[config.mk]
export PLATFORM = sky130hd
export DESIGN_NAME = bisection_root_finder
export DESIGN_NICKNAME = d
export VERILOG_FILES = /design/src/brf_pkg.sv /design/src/brf_cfg.sv /design/src/brf_mul.sv /design/src/brf_ctrl.sv /design/src/bisection_root_finder.sv
export SDC_FILE = /design/constraint.sdc
export NUM_CORES = 2
export LEC_CHECK = 0
export BUFFER_PORTS_ARGS = -buffer_cell sky130_fd_sc_hd__buf_2
export CORE_AREA = 5 5 227 450
export CTS_BUF_LIST = sky130_fd_sc_hd__clkbuf_2 sky130_fd_sc_hd__clkbuf_4 sky130_fd_sc_hd__clkbuf_8
export CTS_CLUSTER_SIZE = 16
export DETAILED_ROUTE_END_ITERATION = 8
export DIE_AREA = 0 0 232 455
export PLACE_DENSITY_LB_ADDON = 0.1
export SYNTH_ARGS = -nofsm -noshare
export SYNTH_HDL_FRONTEND = slang
export SYNTH_SLANG_ARGS = --single-unit
[constraint.sdc]
create_clock -name clk -period 7.7 [get_ports clk]
set_input_delay 2.31 -clock clk [delete_from_list [all_inputs] [get_ports clk]]
set_output_delay 2.31 -clock clk [all_outputs]
set_load 0.03 [all_outputs]
[src/brf_pkg.sv]
`timescale 1ns / 1ps

package brf_pkg;

    localparam int IN_W      = 22;
    localparam int PREC_W    = 30;
    localparam int ITER_W    = 8;
    localparam int STATUS_W  = 2;
    localparam int CFG_IDX_W = 2;
    localparam int CFG_DATA_W = 30;

    localparam int DEFAULT_VALUE_WIDTH = 32;
    localparam int DEFAULT_FRAC_BITS   = 16;

    localparam logic [PREC_W-1:0] PRECISION_RST    = PREC_W'(66);
    localparam logic [PREC_W-1:0] MIN_INTERVAL_RST = PREC_W'(66);
    localparam logic [ITER_W-1:0] MAX_ITER_RST     = ITER_W'(100);

    localparam logic [CFG_IDX_W-1:0] CFG_PRECISION    = 2'd0;
    localparam logic [CFG_IDX_W-1:0] CFG_MIN_INTERVAL = 2'd1;
    localparam logic [CFG_IDX_W-1:0] CFG_MAX_ITER     = 2'd2;

    localparam logic [STATUS_W-1:0] STATUS_FOUND       = 2'd0;
    localparam logic [STATUS_W-1:0] STATUS_BAD_BRACKET = 2'd1;
    localparam logic [STATUS_W-1:0] STATUS_ITER_LIMIT  = 2'd2;

    typedef struct packed {
        logic [PREC_W-1:0] precision;
        logic [PREC_W-1:0] min_interval;
        logic [ITER_W-1:0] max_iterations;
    } brf_cfg_t;

endpackage

[src/brf_cfg.sv]
`timescale 1ns / 1ps

module brf_cfg
    import brf_pkg::*;
(
    input  logic                  clk,
    input  logic                  rst_n,
    input  logic                  cfg_valid,
    output logic                  cfg_ready,
    input  logic [CFG_IDX_W-1:0]  cfg_index,
    input  logic [CFG_DATA_W-1:0] cfg_data,
    output brf_cfg_t              cfg
);

    brf_cfg_t cfg_reg;

    assign cfg_ready = 1'b1;
    assign cfg       = cfg_reg;

    always_ff @(posedge clk or negedge rst_n)
    begin
        if (!rst_n)
        begin
            cfg_reg.precision      <= PRECISION_RST;
            cfg_reg.min_interval   <= MIN_INTERVAL_RST;
            cfg_reg.max_iterations <= MAX_ITER_RST;
        end
        else if (cfg_valid)
        begin
            unique case (cfg_index)
                CFG_PRECISION:    cfg_reg.precision      <= cfg_data[PREC_W-1:0];
                CFG_MIN_INTERVAL: cfg_reg.min_interval   <= cfg_data[PREC_W-1:0];
                CFG_MAX_ITER:     cfg_reg.max_iterations <= cfg_data[ITER_W-1:0];
                default:          ;
            endcase
        end
    end

endmodule

[src/brf_mul.sv]
`timescale 1ns / 1ps

module brf_mul
    import brf_pkg::*;
#(
    parameter int A_W = 32,
    parameter int B_W = 22
)
(
    input  logic                      clk,
    input  logic signed [A_W-1:0]     a,
    input  logic signed [B_W-1:0]     b,
    output logic signed [A_W+B_W-1:0] p
);

    logic signed [A_W+B_W-1:0] p_reg;

    assign p = p_reg;

    // registered product, one per cycle
    always_ff @(posedge clk)
    begin
        p_reg <= (A_W+B_W)'(a) * (A_W+B_W)'(b);
    end

endmodule

[src/brf_ctrl.sv]
`timescale 1ns / 1ps

module brf_ctrl
    import brf_pkg::*;
#(
    parameter int VALUE_WIDTH = DEFAULT_VALUE_WIDTH,
    parameter int FRAC_BITS   = DEFAULT_FRAC_BITS,
    parameter int A_W         = 2 * IN_W - DEFAULT_FRAC_BITS + 1
)
(
    input  logic                       clk,
    input  logic                       rst_n,
    input  logic                       start,
    input  logic signed [IN_W-1:0]     bracket_low,
    input  logic signed [IN_W-1:0]     bracket_high,
    input  brf_cfg_t                   cfg,
    output logic signed [A_W-1:0]      mul_a,
    output logic signed [IN_W-1:0]     mul_b,
    input  logic signed [A_W+IN_W-1:0] mul_p,
    output logic                       busy,
    output logic                       done,
    output logic signed [IN_W-1:0]     root,
    output logic [STATUS_W-1:0]        status
);

    localparam int P_W   = A_W + IN_W;
    localparam int F_W   = (P_W > VALUE_WIDTH ? P_W : VALUE_WIDTH) + 2;
    localparam int CMP_W = (VALUE_WIDTH + 1 > PREC_W + 1) ? VALUE_WIDTH + 1 : PREC_W + 1;

    localparam logic signed [F_W-1:0] VAL_MAX =
        {{(F_W-VALUE_WIDTH+1){1'b0}}, {(VALUE_WIDTH-1){1'b1}}};
    localparam logic signed [F_W-1:0] VAL_MIN = ~VAL_MAX;

    typedef enum logic [2:0] {S_IDLE, S_SQ, S_CUBE, S_FUN, S_DECIDE} state_t;
    typedef enum logic [1:0] {T_LO, T_HI, T_MID} target_t;

    state_t                         state_reg,  state_next;
    target_t                        tgt_reg,    tgt_next;
    logic signed [IN_W-1:0]         lo_reg,     lo_next;
    logic signed [IN_W-1:0]         hi_reg,     hi_next;
    logic signed [IN_W-1:0]         x_reg,      x_next;
    logic signed [VALUE_WIDTH-1:0]  flo_reg,    flo_next;
    logic signed [VALUE_WIDTH-1:0]  f_reg,      f_next;
    logic [ITER_W-1:0]              it_reg,     it_next;
    logic                           done_reg,   done_next;
    logic signed [IN_W-1:0]         root_reg,   root_next;
    logic [STATUS_W-1:0]            status_reg, status_next;

    logic signed [P_W-1:0]    prod_shift;
    logic signed [F_W-1:0]    fval;
    logic signed [F_W-1:0]    fsat;
    logic signed [CMP_W-1:0]  f_ext, flo_ext, abs_f, abs_flo, prec_ext;
    logic signed [PREC_W:0]   width_ext, minw_ext;
    logic signed [IN_W:0]     width;
    logic                     same_sign, bad, keep_lo;
    logic signed [IN_W-1:0]   nlo, nhi;

    function automatic logic signed [IN_W-1:0] mid_of(
        input logic signed [IN_W-1:0] a,
        input logic signed [IN_W-1:0] b
    );
        logic signed [IN_W:0] s;
        s = (IN_W+1)'(a) + (IN_W+1)'(b);
        return s[IN_W:1];
    endfunction

    assign busy   = (state_reg != S_IDLE);
    assign done   = done_reg;
    assign root   = root_reg;
    assign status = status_reg;

    // shared multiplier: x*x, then sq*x
    assign prod_shift = mul_p >>> FRAC_BITS;
    assign mul_a = (state_reg == S_CUBE) ? prod_shift[A_W-1:0] : A_W'(x_reg);
    assign mul_b = x_reg;

    // f = -cube + 4x + 1.0, saturated
    always_comb
    begin
        fval = -F_W'(prod_shift) + (F_W'(x_reg) <<< 2) + (F_W'(1) <<< FRAC_BITS);
        if (fval > VAL_MAX)
            fsat = VAL_MAX;
        else if (fval < VAL_MIN)
            fsat = VAL_MIN;
        else
            fsat = fval;
    end

    always_comb
    begin
        f_ext     = CMP_W'(f_reg);
        flo_ext   = CMP_W'(flo_reg);
        abs_f     = f_reg < 0 ? -f_ext : f_ext;
        abs_flo   = flo_reg < 0 ? -flo_ext : flo_ext;
        prec_ext  = CMP_W'({1'b0, cfg.precision});
        width     = (IN_W+1)'(hi_reg) - (IN_W+1)'(lo_reg);
        width_ext = (PREC_W+1)'(width);
        minw_ext  = {1'b0, cfg.min_interval};
        same_sign = (flo_reg > 0 && f_reg > 0) || (flo_reg < 0 && f_reg < 0);
        bad       = same_sign || (cfg.precision == '0) || (cfg.min_interval == '0)
                    || !(lo_reg < hi_reg);
        keep_lo   = (flo_reg < 0) ? (f_reg < 0) : (f_reg > 0);
        nlo       = keep_lo ? x_reg : lo_reg;
        nhi       = keep_lo ? hi_reg : x_reg;
    end

    always_comb
    begin
        state_next  = state_reg;
        tgt_next    = tgt_reg;
        lo_next     = lo_reg;
        hi_next     = hi_reg;
        x_next      = x_reg;
        flo_next    = flo_reg;
        f_next      = f_reg;
        it_next     = it_reg;
        done_next   = 1'b0;
        root_next   = root_reg;
        status_next = status_reg;

        unique case (state_reg)
            S_IDLE:
            begin
                if (start)
                begin
                    lo_next    = bracket_low;
                    hi_next    = bracket_high;
                    x_next     = bracket_low;
                    tgt_next   = T_LO;
                    state_next = S_SQ;
                end
            end
            S_SQ:
            begin
                state_next = S_CUBE;
            end
            S_CUBE:
            begin
                state_next = S_FUN;
            end
            S_FUN:
            begin
                f_next     = fsat[VALUE_WIDTH-1:0];
                state_next = S_DECIDE;
            end
            S_DECIDE:
            begin
                unique case (tgt_reg)
                    T_LO:
                    begin
                        flo_next   = f_reg;
                        x_next     = hi_reg;
                        tgt_next   = T_HI;
                        state_next = S_SQ;
                    end
                    T_HI:
                    begin
                        if (bad)
                        begin
                            done_next   = 1'b1;
                            root_next   = '0;
                            status_next = STATUS_BAD_BRACKET;
                            state_next  = S_IDLE;
                        end
                        else if (abs_flo <= prec_ext)
                        begin
                            done_next   = 1'b1;
                            root_next   = lo_reg;
                            status_next = STATUS_FOUND;
                            state_next  = S_IDLE;
                        end
                        else if (abs_f <= prec_ext)
                        begin
                            done_next   = 1'b1;
                            root_next   = hi_reg;
                            status_next = STATUS_FOUND;
                            state_next  = S_IDLE;
                        end
                        else if (cfg.max_iterations == '0)
                        begin
                            done_next   = 1'b1;
                            root_next   = '0;
                            status_next = STATUS_ITER_LIMIT;
                            state_next  = S_IDLE;
                        end
                        else
                        begin
                            it_next    = '0;
                            x_next     = mid_of(lo_reg, hi_reg);
                            tgt_next   = T_MID;
                            state_next = S_SQ;
                        end
                    end
                    T_MID:
                    begin
                        if ((abs_f < prec_ext) || (width_ext < minw_ext))
                        begin
                            done_next   = 1'b1;
                            root_next   = x_reg;
                            status_next = STATUS_FOUND;
                            state_next  = S_IDLE;
                        end
                        else if (({1'b0, it_reg} + (ITER_W+1)'(1)) ==
                                 {1'b0, cfg.max_iterations})
                        begin
                            done_next   = 1'b1;
                            root_next   = '0;
                            status_next = STATUS_ITER_LIMIT;
                            state_next  = S_IDLE;
                        end
                        else
                        begin
                            lo_next    = nlo;
                            hi_next    = nhi;
                            if (keep_lo)
                                flo_next = f_reg;
                            it_next    = it_reg + ITER_W'(1);
                            x_next     = mid_of(nlo, nhi);
                            state_next = S_SQ;
                        end
                    end
                    default:
                    begin
                        state_next = S_IDLE;
                    end
                endcase
            end
            default:
            begin
                state_next = S_IDLE;
            end
        endcase
    end

    always_ff @(posedge clk or negedge rst_n)
    begin
        if (!rst_n)
        begin
            state_reg  <= S_IDLE;
            tgt_reg    <= T_LO;
            lo_reg     <= '0;
            hi_reg     <= '0;
            x_reg      <= '0;
            flo_reg    <= '0;
            f_reg      <= '0;
            it_reg     <= '0;
            done_reg   <= 1'b0;
            root_reg   <= '0;
            status_reg <= STATUS_FOUND;
        end
        else
        begin
            state_reg  <= state_next;
            tgt_reg    <= tgt_next;
            lo_reg     <= lo_next;
            hi_reg     <= hi_next;
            x_reg      <= x_next;
            flo_reg    <= flo_next;
            f_reg      <= f_next;
            it_reg     <= it_next;
            done_reg   <= done_next;
            root_reg   <= root_next;
            status_reg <= status_next;
        end
    end

endmodule

[src/bisection_root_finder.sv]
`timescale 1ns / 1ps
// Bisection root finder for f(x) = -x^3 + 4x + 1 on a signed fixed-point bracket.
// Pulse start while busy is low to transfer a bracket; busy stays high until the
// result. Every cubic evaluation runs on the one shared multiplier through the
// states S_SQ (x*x), S_CUBE (sq*x), S_FUN (add and saturate) and S_DECIDE; the
// low and high ends are evaluated first, then 0 up to max_iterations midpoints.
// The result strobe done is high for exactly one cycle with
// root and status, and cannot be held off: the receiver must take it then.
// A new bracket may be started in the same cycle as done. Configuration writes
// are always ready and must only be made while the block is idle.

module bisection_root_finder
    import brf_pkg::*;
#(
    parameter int VALUE_WIDTH = DEFAULT_VALUE_WIDTH,
    parameter int FRAC_BITS   = DEFAULT_FRAC_BITS
)
(
    input  logic                   clk,
    input  logic                   rst_n,
    input  logic                   start,
    output logic                   busy,
    input  logic signed [IN_W-1:0] bracket_low,
    input  logic signed [IN_W-1:0] bracket_high,
    output logic                   done,
    output logic signed [IN_W-1:0] root,
    output logic [STATUS_W-1:0]    status,
    input  logic                   cfg_valid,
    output logic                   cfg_ready,
    input  logic [CFG_IDX_W-1:0]   cfg_index,
    input  logic [CFG_DATA_W-1:0]  cfg_data
);

    localparam int SQ_W = 2 * IN_W - FRAC_BITS + 1;
    localparam int A_W  = (SQ_W > IN_W) ? SQ_W : IN_W;
    localparam int P_W  = A_W + IN_W;

    brf_cfg_t               cfg;
    logic signed [A_W-1:0]  mul_a;
    logic signed [IN_W-1:0] mul_b;
    logic signed [P_W-1:0]  mul_p;

    brf_cfg u_cfg (
        .clk       (clk),
        .rst_n     (rst_n),
        .cfg_valid (cfg_valid),
        .cfg_ready (cfg_ready),
        .cfg_index (cfg_index),
        .cfg_data  (cfg_data),
        .cfg       (cfg)
    );

    brf_mul #(
        .A_W (A_W),
        .B_W (IN_W)
    ) u_mul (
        .clk (clk),
        .a   (mul_a),
        .b   (mul_b),
        .p   (mul_p)
    );

    brf_ctrl #(
        .VALUE_WIDTH (VALUE_WIDTH),
        .FRAC_BITS   (FRAC_BITS),
        .A_W         (A_W)
    ) u_ctrl (
        .clk          (clk),
        .rst_n        (rst_n),
        .start        (start),
        .bracket_low  (bracket_low),
        .bracket_high (bracket_high),
        .cfg          (cfg),
        .mul_a        (mul_a),
        .mul_b        (mul_b),
        .mul_p        (mul_p),
        .busy         (busy),
        .done         (done),
        .root         (root),
        .status       (status)
    );

endmodule

-- Word-level counts from Yosys, hierarchy flattened
Cells that the tools add are included.
- input port bits: 80
- memory bits (writable): 0
- flip-flop bits (word level): 287
- bits in read-only memories: 0
- logic and storage cells: 169
- memories: 0
- output and inout bits: 27
- latch bits: 0
- multiply operators: 1
- equality and inequality tests: 30
- bitwise operators: 0
- reductions and logical operators: 27
- divide/modulo/power cells: 0
- add/sub/neg operators: 10
- shift operators: 0
- mux-type cells: 75
- magnitude comparators: 11
- operator list (cell ; count):
    $mux 22 ; 22
    $pmux 22 s2 ; 4
    $mux 32 ; 5
    $le 33x31->1 ; 2
    $mux 33 ; 2
    $neg 32->33 ; 2
    $pmux 22 s3 ; 1
    $gt 32x1->1 const B ; 2
    $lt 32x1->1 const B ; 2
    $pmux 32 s2 ; 1
    $logic_not 30->1 ; 2
    $add 53x18->53 const B ; 1
    $add 53x24->53 ; 1
    $gt 53x32->1 const B ; 1
    $lt 53x32->1 const B ; 1
    $neg 35->53 ; 1
    $mul 29x22->51 ; 1
    $mux 8 ; 6
    $add 22x22->23 ; 2
    $lt 33x31->1 ; 1
    $lt 23x31->1 ; 1
    $mux 29 ; 1
    $sub 22x22->23 ; 1
    $lt 22x22->1 ; 1
    36 further kinds ; 90

-- Longest topological paths before layout
- depth in word-level cells: 9
- mapped depth: 33
- mapped depth without buffers: 28

-- Cells and area by module
Synthesis repeated with hierarchy kept, for this count alone.
- cell total of the unflattened synthesis: 4958
- area total of the unflattened synthesis: 44757.9 µm²
- by module, submodules not included (module ; seq. area each (µm²) ; area each (µm²) ; times used ; cells an instance):
    brf_mul ; 1021.0 ; 23963.0 ; 1 ; 2607
    brf_ctrl ; 4204.0 ; 18242.5 ; 1 ; 2204
    brf_cfg ; 1710.4 ; 2552.4 ; 1 ; 147

-- Worst setup path before layout
OpenSTA, ideal clock, no wires.
- path type: reg2reg
- start: reg u_ctrl.state_reg[0]
- end: reg u_mul.p_reg[50] (netlist: u_mul.p[50])
- cell stages (with the launch flop): 30
- buffers on the path: 4
- library setup time: 0.121 ns
- data required time: 7.579 ns
- period minus slack after synthesis: 8.139 ns
- slack: -0.439 ns
- arrival time: 8.018 ns
- path through: dfrtp_1 clkbuf_1 nor3b_2 clkbuf_1 clkbuf_1 a21o_1 clkbuf_1 nand2_1 inv_1 fa_1 fa_1 inv_1 fa_1 inv_1 fa_1 fa_1 fa_1 inv_1 fa_1 inv_1 ha_1 a21o_1 a21o_1 a21oi_1 o21ai_0 a221oi_1 o221ai_1 nor4_1 nor3_1 xnor2_1
- word-level cells in the longest chain between the ends: 3
- ends and longest elaborated chain (element ; RTL line ; source):
    from (decl) ; brf_ctrl.sv:37 ; state_t state_reg, state_next;
    from (signal assigned) ; brf_ctrl.sv:253 ; state_reg <= state_next;
    $eq 3x2->1 ; brf_ctrl.sv:74 ; assign mul_a = (state_reg == S_CUBE) ? prod_shift[A_W-1:0] : A_W'(x_reg);
    $mux 29 ; brf_ctrl.sv:74 ;
    $mul 29x22->51 ; brf_mul.sv:23 ; p_reg <= (A_W+B_W)'(a) * (A_W+B_W)'(b);
    to (signal assigned) ; brf_mul.sv:23 ;
    to (decl) ; brf_mul.sv:16 ; logic signed [A_W+B_W-1:0] p_reg;
No other way between the ends.
A chain may end at the register's enable or synchronous reset.

-- Final worst setup path
- start: reg u_ctrl.state_reg[2]
- end: reg u_mul.p_reg[45] (netlist: u_mul.p[45])
The elaborated chain is that of the path after synthesis.

==> summary.md <==
| Metric | Value |
|---|---|
| 1st-iter DRT viols | `2037` |
| Area grow syn2layout | `15.75%` |
| Critical path type | `register to register` |
| Failing checks | `setup timing` |
| Clock buffer depth | `3` |
| Ports | `approximately 110` |
| Detailed placer's ending HPWL | `132.9 mm` |
| Final worst slack | `-41.49 ps` |
| Post-Synth Adder-Cell Area | `39.98%` |
| Main synth FF type | `dfrtp_1` |
| CP Launch Point | `u_ctrl.state_reg[2]$_DFFE_PN0P_` |
| Standard-cell rows | `approximately 160` |
| Core ar. | `0.09830 sq mm` |
| Reg2reg setup slack | `-40 ps` |
| Initial antenna violation count | `6` |
| # hold bufs at CTS | `0` |
| Rel. slew slack | `between 10% and 20%` |
| Vias | `37.15k` |
| Post-synth EDFFs | `0` |
| Crit path capture | `u_mul.p[45]$_DFF_P_` |
| #FFs+latches synth | `roughly 270` |
| Clock transition at the registers of the reported paths | `70 ps` |
| Critical path capture point type | `register` |
| Number of vias per cell | `around 5.6` |
| Sequential element share of the synthesized area | `15.06%` |
| DR WL/cell | `24.72 um` |
| RSZ-0062 raised after global routing | `yes` |
| Worst clock skew | `43.97 ps` |
| Worst Path Max Fanout | `7` |
| Final hold violation count | `0` |
| Nets | `around 6.4k` |
| Setup TNS | `-41.49 ps` |
| Storage element area | `0.006615 sq mm` |
| CTS H-tree lvls | `2` |
| CTS Sinks | `about 270` |
| CTS Buf Count | `45` |
| Grt total ovfl | `0` |
| Worst hold margin | `469.8 ps` |
| TritonRoute pass-1 iters | `7` |
| Port bufs | `105` |
| Crit-path max cell delay | `570 ps` |
| Mapped Avg Cell Area | `8.828 sq um` |
| Starting Density | `44.69%` |
| Vias in the first global route | `41.03k` |
| R2R cell count | `28` |
| Post-route core utilization | `51.74%` |
| Final setup fails | `1` |
| Worst-margin pin slew | `~1200 ps` |
| Die area | `0.1056 sq mm` |
| Routability congestion estimate | `0.9918` |
| Clock latency on the worst-skew pair | `690 ps` |
| XOR/XNOR share of the synthesized area | `between 3 and 4%` |
| Mux cell area share after synthesis | `3.941%` |
| Tcrit/Tclk final | `100.5%` |
| Largest register FFs | `68` |
| WL final | `163.9 mm` |
| Max Fclk | `129.2 MHz` |
| CP max stage cell | `o41a_4` |
| Outcome | `finished, violations left` |
| CTS tree | `yes` |
| Share of cells above drive strength 1 | `approximately 17%` |
| All-Layer GR Usage | `30.92%` |
| Yosys cell types | `96` |
| Syn nets | `around 6k` |
| Largest family of logic cells by synthesized area | `adder cells` |
| Area of the multi-input gates | `roughly 0.034 sq mm` |
| Critical path arrival | `8310 ps` |
| Max Cap Viol | `0` |
| Critical path required time | `8260 ps` |
| Chip Width | `232 um` |
| Tmin final | `7741 ps` |
| Final Max Tran Viols | `0` |
| Yosys Warn Count | `0` |
| Compound-Gate Fraction of Synth Area | `between 10% and 20%` |
| Worst min path class | `register to register` |
| R2R Path Start | `u_ctrl.state_reg[2]$_DFFE_PN0P_` |
| Final-layout fill cell count | `between 9k and 10k` |
| Startpoint Class | `register` |
| Critical path's most frequent cell | `fa_1` |
| First-pass GRT wire length | `245.2 mm` |
| Simple-Gate Fraction of Synth Area | `15.32%` |
| Drc violations | `0` |
| Syn Std Cell Area | `around 0.044 sq mm` |
| Clock root cell | `clkbuf_8` |
| Antenna-violating nets left | `0` |
| Synth Instances | `4977` |
| Reg2Reg Capture Point | `u_mul.p[45]$_DFF_P_` |
| Largest net degree at the start of global routing | `89` |
| Die Ht | `455 um` |
| Asr flop ratio synth | `between 80% and 90%` |
[Yosys cell counts, types with 9 or more instances]
| cell | number | share of area [%] |
|---|---|---|
| ha_1 | 375 | 11 |
| mux2i_1 | 41 | 0.93 |
| or3_1 | 20 | 0.28 |
| o31ai_1 | 35 | 0.60 |
| a221oi_1 | 18 | 0.36 |
| nor2_1 | 193 | 1.6 |
| or4_1 | 16 | 0.27 |
| mux2_4 | 16 | 0.55 |
| nor3_1 | 40 | 0.46 |
| buf_1 | 13 | 0.11 |
| xor2_1 | 44 | 0.88 |
| a32o_1 | 18 | 0.41 |
| inv_1 | 843 | 7.2 |
| nand4_1 | 28 | 0.40 |
| nand2_1 | 638 | 5.5 |
| a21oi_1 | 155 | 1.8 |
| xnor2_1 | 146 | 2.9 |
| and3_1 | 18 | 0.26 |
| nor4_1 | 30 | 0.43 |
| o21ai_0 | 252 | 2.9 |
| dfrtp_1 | 229 | 13 |
| dfxtp_1 | 35 | 1.6 |
| a21o_1 | 61 | 1.0 |
| a21boi_0 | 23 | 0.39 |
| nand3_1 | 79 | 0.90 |
| nor2b_1 | 33 | 0.47 |
| nand2b_1 | 22 | 0.31 |
| o21bai_1 | 16 | 0.27 |
| a211oi_1 | 25 | 0.43 |
| o221ai_1 | 9 | 0.18 |
| o41ai_1 | 16 | 0.32 |
| o211ai_1 | 47 | 0.80 |
| fa_1 | 643 | 29 |
| a31oi_1 | 26 | 0.37 |
| mux2_2 | 96 | 2.5 |
| o21a_1 | 30 | 0.51 |
| and2_1 | 235 | 3.3 |
| buf_2 | 10 | 0.11 |
| clkbuf_1 | 236 | 2.0 |
[repair_timing]
| action | 4_1_cts | 5_1_grt |
|---|---|---|
| buffers inserted | 11 | 19 |
| gates resized for setup | 94 | 139 |
| pin swaps | 64 | 115 |
| endpoints found under the setup margin | 31 | 23 |
| hold endpoints to repair | 0 | 0 |
| cloned | 3 | 5 |
[worst min-delay path by stage]
stage                                       from                       endpoint  cells after the start
finish              u_ctrl.status[0]$_DFFE_PN0P_   u_ctrl.status[0]$_DFFE_PN0P_                      2
global route        u_ctrl.status[1]$_DFFE_PN0P_   u_ctrl.status[1]$_DFFE_PN0P_                      2
CTS                  u_ctrl.f_reg[1]$_DFFE_PN0P_  u_ctrl.flo_reg[1]$_DFFE_PN0P_                      2
detailed placement  u_ctrl.status[0]$_DFFE_PN0P_   u_ctrl.status[0]$_DFFE_PN0P_                      2
global placement    u_ctrl.status[0]$_DFFE_PN0P_   u_ctrl.status[0]$_DFFE_PN0P_                      2
floorplan            u_ctrl.f_reg[0]$_DFFE_PN0P_  u_ctrl.flo_reg[0]$_DFFE_PN0P_                      2
[logic make-up (layout without fill, tap and decap cells)]
kind of cell / after synthesis / in the layout
AOI/OAI and AO/OA: 826 / 826
xor gates and xnor gates: 190 / 190
adders and majority gates: 1018 / 1018
buffers and inverters: 1110 / 1439
DFF: 271 / 271
muxes: 153 / 153
other: 1 / 6
and+or+nand+nor: 1408 / 1408
[layout by cell type (no fill, tap or decap), drive strengths merged, types with 61 or more instances in the layout]
cell / synthesis / final
buf: 30 / 509
a21oi: 157 / 157
clkbuf: 237 / 68
mux2: 112 / 112
inv: 843 / 844
nand3: 79 / 79
o21ai: 255 / 255
xnor2: 146 / 146
a21o: 61 / 61
dfrtp: 229 / 229
ha: 375 / 375
nor2: 193 / 193
and2: 235 / 235
nand2: 638 / 638
fa: 643 / 643
[cell type report]
class                      instances  share of cell area [%]
multi-input combinational       3596                   66.84
sequential                       271                   13.01
timing repair buffer             513                   8.547
inverter                         843                   6.229
tap                             1320                   3.247
clock buffer                      64                   1.584
clock inverter                    19                  0.5240
antenna                            5                 0.02460
[through the flow]
stage / area, sq um / instances / setup slack [ps]
after floorplan: 44080 / 4977 / 5.143
after global placement: 48510 / 6508 / -822.5
after detailed placement: 48510 / 6508 / -889.0
after CTS: 50150 / 6604 / -17.57
after global routing: 50860 / 6631 / -244.0
final: 50860 / 6631 / -41.49
[metal layers]
metal / up-vias / track usage (%) / part of all wire, %
li1: 16687 / - / -
met1: 18686 / 28.39 / 31
met2: 1161 / 59.63 / 54
met3: 613 / 2.951 / 3.4
met4: 0 / 26.63 / 11
met5: - / 0 / 0
[critical path: cells and delay by family (launching register included)]
kind / cells / cell delay [ps]
flip-flops: 1 / 390
AND/OR/NAND/NOR: 6 / 1400
XOR/XNOR: 1 / 90
adder cells (fa/ha/maj): 8 / 3830
buffers and inverters: 8 / 670
AO/OA/AOI/OAI: 5 / 1210
Power is left out: the tool's default activity adds up to more than one toggle a clock period on the data nets, which glitch-free logic cannot reach.
